**config.mk**
```make
export PLATFORM = sky130hd
export DESIGN_NAME = beca_fwd_ram
export DESIGN_NICKNAME = d
export VERILOG_FILES = /design/src/design/block_edge_count_accumulator_unit_defines.svh /design/src/design/beca_fwd_ram.sv
export SDC_FILE = /design/constraint.sdc
export NUM_CORES = 2
export LEC_CHECK = 0
export ABC_CLOCK_PERIOD_IN_PS = 4200
export BUFFER_PORTS_ARGS = -buffer_cell sky130_fd_sc_hd__buf_2
export CAP_MARGIN = 15
export CORE_MARGIN = 4
export CORE_UTILIZATION = 58
export DETAILED_ROUTE_END_ITERATION = 12
export PLACE_DENSITY = 0.82
export REMOVE_ABC_BUFFERS = 1
export SLEW_MARGIN = 20
export SYNTH_ARGS = -nofsm -noshare
export SYNTH_HDL_FRONTEND = slang
export SYNTH_SLANG_ARGS = --single-unit
```
**constraint.sdc**
```tcl
create_clock -name clk -period 4.2 [get_ports clk]
set_input_delay 0.63 -clock clk [delete_from_list [all_inputs] [get_ports clk]]
set_output_delay 0.63 -clock clk [all_outputs]
set_load 0.02 [all_outputs]
```
**src/design/block_edge_count_accumulator_unit_defines.svh**
```systemverilog
// Assertion macros for the block edge count accumulator.
// Both macros sample on clk and are disabled while rst_n is low.
`ifndef BLOCK_EDGE_COUNT_ACCUMULATOR_UNIT_DEFINES_SVH
`define BLOCK_EDGE_COUNT_ACCUMULATOR_UNIT_DEFINES_SVH

// The condition implies the property in the same cycle.
`define BECA_ASSERT_SAME(label, cond, prop, msg) \
  label: assert property (@(posedge clk) disable iff (!rst_n) (cond) |-> (prop)) \
    else $error(msg);

// The condition implies the property in the following cycle.
`define BECA_ASSERT_NEXT(label, cond, prop, msg) \
  label: assert property (@(posedge clk) disable iff (!rst_n) (cond) |=> (prop)) \
    else $error(msg);

`endif

```
**src/design/beca_fwd_ram.sv**
```systemverilog
module beca_fwd_ram #(
  parameter int DEPTH = 64,
  parameter int WIDTH = 32
) (
  input  logic                     clk,
  input  logic                     we,
  input  logic [$clog2(DEPTH)-1:0] waddr,
  input  logic [WIDTH-1:0]         wdata,
  input  logic                     re,
  input  logic [$clog2(DEPTH)-1:0] raddr,
  output logic [WIDTH-1:0]         rdata
);

  logic [WIDTH-1:0] mem [DEPTH];
  logic [WIDTH-1:0] rd_r;
  logic [WIDTH-1:0] byp_data_r;
  logic             byp_r;

  // A read that meets a write to the same entry at the same edge would see
  // the old contents, so the written word is captured and takes its place.
  always_ff @(posedge clk) begin
    if (we) begin
      mem[waddr] <= wdata;
    end
    if (re) begin
      rd_r       <= mem[raddr];
      byp_r      <= we && (waddr == raddr);
      byp_data_r <= wdata;
    end
  end

  assign rdata = byp_r ? byp_data_r : rd_r;

endmodule

```
Word level (Yosys, flattened, before mapping)
Memories as Yosys holds them, arrays and structs flattened. A register that Yosys moved wholly into a read port is not among the register bits.
Index checks and enable logic that the tools add are counted.
Widths: inputs -> output; s select.
Word-level totals
  register bits: 33
  memory bits (writable): 2048
  input port bits: 47
  output and inout bits: 32
  word-level logic and storage cells: 8
  memories: 1
Memories
  mem: depth 64, width 32, read ports 1, clocked after memory_dff 1, wr ports 1, line beca_fwd_ram.sv:14  | logic [WIDTH-1:0] mem [DEPTH];
Cells by class
  eq/ne operators: 1
  muxes and demuxes: 3
  reductions and logical operators: 1
Operators by type and width (count)
  $mux 32: 1
  $eq 6x6->1: 1
  $mux 1: 2
  $logic_and 1x1->1: 1

Depth between registers and ports, before layout
  depth in word-level cells: 2
  depth in mapped cells: 10
  gate-level depth less buffers: 5

Worst setup path after synthesis
Ideal clock, no wire load.
  kind: input port to flip-flop
  start: input waddr[3]
  end: memory mem[48][0], enable pin
  setup time: 461 ps
  arrival time: 3357 ps
  required time: 3739 ps
  path slack: 382 ps
  cell stages on the path: 4
  buffers on the path: 1
  path through: clkbuf_1 nor2b_1 nand4b_1 nor3_1
RTL lines
  start: declaration: line beca_fwd_ram.sv:7  | input logic [$clog2(DEPTH)-1:0] waddr,
  end: declaration: line beca_fwd_ram.sv:14
Straight into the memory's write port.

Worst setup path after layout
  start: register byp_r
  end: output rdata[31]
Between the ends
  word-level cells in the longest chain between the ends: 1
Ends and longest elaborated chain
  start: declaration: line beca_fwd_ram.sv:17  | logic byp_r;
  start signal: assignment: line beca_fwd_ram.sv:27  | byp_r <= we && (waddr == raddr);
  $mux 32: line beca_fwd_ram.sv:32  | assign rdata = byp_r ? byp_data_r : rd_r;
  end: declaration: line beca_fwd_ram.sv:11  | output logic [WIDTH-1:0] rdata
No other way between the ends.

==> impl_results.md <==
* Status: complete, no violations
* Tmin final at 3.03 ns
* Peak VDD IR at 0.000429 V
* DRT iter0 DRCs at 7540
* Largest net degree at the start of global routing at 66
* Setup TNS at 0 ns
* Worst r2r path cells at 4
* Die Height at 381 um
* Largest area contributor in the netlist: edfxtp_1
* GR Util All Layers at 31.6%
* Crit path DAT at 2.40 ns
* Hold Path Depth at 1
* Share of synthesized area spent on multiplexers at 15.4%
* Hold buffers post-CTS at 0
* PD cells at 479 nW/um^2
* WL per Instance at 39.1 um
* Synth Area in Compound Gates at 2.40%
* First-pass GRT wire length at 323000 um
* Unrepaired setup endpoints after global routing: false
* Postcts setup bufs at 0
* CP max stage delay at 0.53 ns
* FF+latch area at 63500 um^2
* Total wire length at 228000 um
* Nets at 3917
* Worst rel slew slack at 21.6%
* Syn Area/Cell at 22.5 um^2
* Max FO, Critical Path at 32
* Htree depth at 4
* Post-synth top area share at 78.7%
* Clock Sinks at 2113
* Synth warnings at 0
* Netlist Area Pre-Place at 80600 um^2
* Post-route DRC at 0
* Final worst setup slack at 1.17 ns
* Vias in the first global route at 42700
* FF+latch count, synth at 2113
* FF-to-FF Start: mem[49][18]
* CP Launch Type: flip-flop
* Top-Level Pins at 79
* DR vias at 42400
* Area of the multi-input gates at 16500 um^2
* Fraction of layout cells with a size suffix above 1 at 29.2%
* Fin. Hold Viols at 0
* Hold Crit Class: primary input to flip-flop
* CTS buffer count at 193
* CTS tree: yes
* Initial core utilization at 58.5%
* Reg clk slew, reported paths at 0.06 ns
* Reg-to-reg endpoint: rd_r[18]
* Leakage power at 0.0286 uW
* Initial antenna violation count at 24
* Cell chain of the critical path: buf_4 > mux2_2 > buf_2
* Simple-gate portion of the synthesized area at 2.04%
* Pre-CTS WS at 0.492 ns
* Number of routed nets with antenna violations at 0
* # setup viols final at 0
* Seq/Total Area, Yosys at 78.7%
* Synthesized-area fraction occupied by adder cells at 0%
* Grt total ovfl at 0
* Longest Clk Path Bufs at 3
* GP Congestion at 0.861
* Synthesized netlist cell count at 3582
* Worst Setup End Kind: primary output
* Core footprint at 138000 um^2
* Cts repair resizes at 0
* Fin. max-slew vios at 0
* R2R Setup Slk at 1.67 ns
* Drt pass-1 iters at 8
* DR vias/cell at 7.27
* Worst Path Required at 3.57 ns
* Row Count at 136
* Die area at 145000 um^2
* Clk_lat worst skew at 0.83 ns
* Synth cell types at 42
* Largest family of logic cells by synthesized area: multiplexers
* Worst Hold Path EP: mem[51][23]
* Slowest CP cell: buf_4
* IO Port Bufs at 78
* Fillers at 7966
* Chip Width at 381 um
* CP Class: flip-flop to primary output
* Peak Freq at 330 MHz
* Clock Root Buffer: clkbuf_16
* Worst slew pin tran at 1.18 ns
* Hpwl dp at 122000 um
* Max_cap viols at 0
* Final period utilization at 72.2%
* Clk_skew at 0.0379 ns
* Synth area leaders: edfxtp_1, mux4_2, mux2i_1
* Hold path startpoint: wdata[23]
* Area growth from synthesis to layout at 12.7%
* Post-Synth XOR/XNOR Area at 0.0652%
==> power breakdown <==
part           internal [uW]  switching, uW
logic                    820           1660
registers              23400           75.3
clock network           9700           7810
total                  33900           9550
==> registers in the layout (all words and copies together) (netlist names) <==
register	count
byp_r	1
rd_r	32
mem	2048
byp_data_r	32
==> synthesized netlist by cell type <==
| cell type | number |
|---|---|
| nor2b_1 | 22 |
| and3_1 | 13 |
| o22a_1 | 6 |
| buf_8 | 4 |
| nor3_1 | 9 |
| nand2_1 | 73 |
| buf_6 | 15 |
| a311o_1 | 6 |
| o22ai_1 | 67 |
| buf_1 | 19 |
| nand3_1 | 69 |
| buf_12 | 2 |
| clkinv_1 | 1 |
| nand2b_1 | 9 |
| buf_4 | 17 |
| buf_2 | 71 |
| xor2_1 | 3 |
| and2_1 | 1 |
| o221ai_1 | 51 |
| mux2i_1 | 130 |
| a21oi_1 | 19 |
| or3b_2 | 1 |
| a2111oi_0 | 1 |
| or2_2 | 3 |
| mux2_2 | 76 |
| nand4_1 | 49 |
| a221o_1 | 23 |
| nor2_1 | 85 |
| nand4b_1 | 1 |
| o211a_1 | 7 |
| o21ai_0 | 7 |
| a22oi_1 | 52 |
| and2_0 | 1 |
| nand3b_1 | 2 |
| mux4_2 | 454 |
| a31oi_1 | 6 |
| or3_1 | 2 |
| xnor2_1 | 3 |
| edfxtp_1 | 2113 |
| nor4_1 | 1 |
| a211oi_1 | 12 |
| clkbuf_1 | 76 |
==> metrics by stage <==
stage / instances / hold slack, ns / utilization (%) / power [uW] / instance area [um^2]
after floorplan: 3378 / 0.729 / - / 24800 / 79500
after global placement: 5469 / 0.865 / 61.4 / 26200 / 84600
after detailed placement: 5469 / 0.901 / 61.4 / 26300 / 84600
after CTS: 5822 / 0.0490 / 65.9 / 43500 / 90700
after global routing: 5825 / 0.0911 / 65.9 / 44500 / 90800
final: 5837 / 0.102 / 66.0 / 43500 / 90800
==> layer usage <==
layer	track usage [%]	routed length (um)
met1	40.8	70400
met2	48.1	106000
met3	10.5	36000
met4	17.4	16000
met5	0	80
==> final cells by class <==
type                       count  area share (%)
tap                         1794            2.47
clock inverter               123            1.33
sequential                  2113            69.9
inverter                       1         0.00413
clock buffer                 230            5.47
multi-input combinational   1264            18.2
antenna                       15          0.0413
timing repair buffer         297            2.58
==> worst max-delay path, delay by kind of cell, from the launching register on <==
family,cells,cell delay (ns)
DFF,1,0.33
muxes,1,0.51
buffers and inverters,2,0.72
==> cells by family after synthesis <==
kind of cell,Yosys count
multiplexers,660
flip-flops,2113
XOR/XNOR,6
AO/OA/AOI/OAI,257
AND/OR/NAND/NOR,341
buffers and inverters,205
==> layout by cell type, fill, tap and decap left out, types with 4 or more instances in the layout <==
cell / n
o22ai_1: 67
clkinv_4: 4
a311o_1: 6
clkbuf_16: 193
nor3_1: 6
o211a_1: 7
edfxtp_1: 2113
clkinv_1: 41
nand2_1: 73
mux2i_1: 130
mux4_2: 454
a221o_1: 23
o22a_1: 6
buf_4: 210
clkinv_2: 42
nor2_4: 64
clkinvlp_4: 5
o221ai_1: 51
nand4_1: 49
bufinv_16: 20
a31oi_1: 6
o21ai_0: 7
nand2b_1: 8
clkinv_8: 5
a211oi_1: 12
buf_2: 64
nand3_1: 69
nor2_1: 21
clkbuf_1: 37
mux2_2: 76
a21oi_1: 19
buf_12: 20
inv_6: 5
a22oi_1: 52
and3_1: 13
nor2b_1: 19
diode_2: 15
==> worst max-delay path by stage <==
stage | from | endpoint | cells past startpoint
after global routing | byp_r | rdata[31] | 3
after detailed placement | raddr[0] | rd_r[7] | 7
after CTS | byp_r | rdata[31] | 3
after floorplan | we | mem[48][0] | 3
after global placement | raddr[0] | rd_r[7] | 7
final | byp_r | rdata[31] | 3
Power figures use the tool's default switching activity.
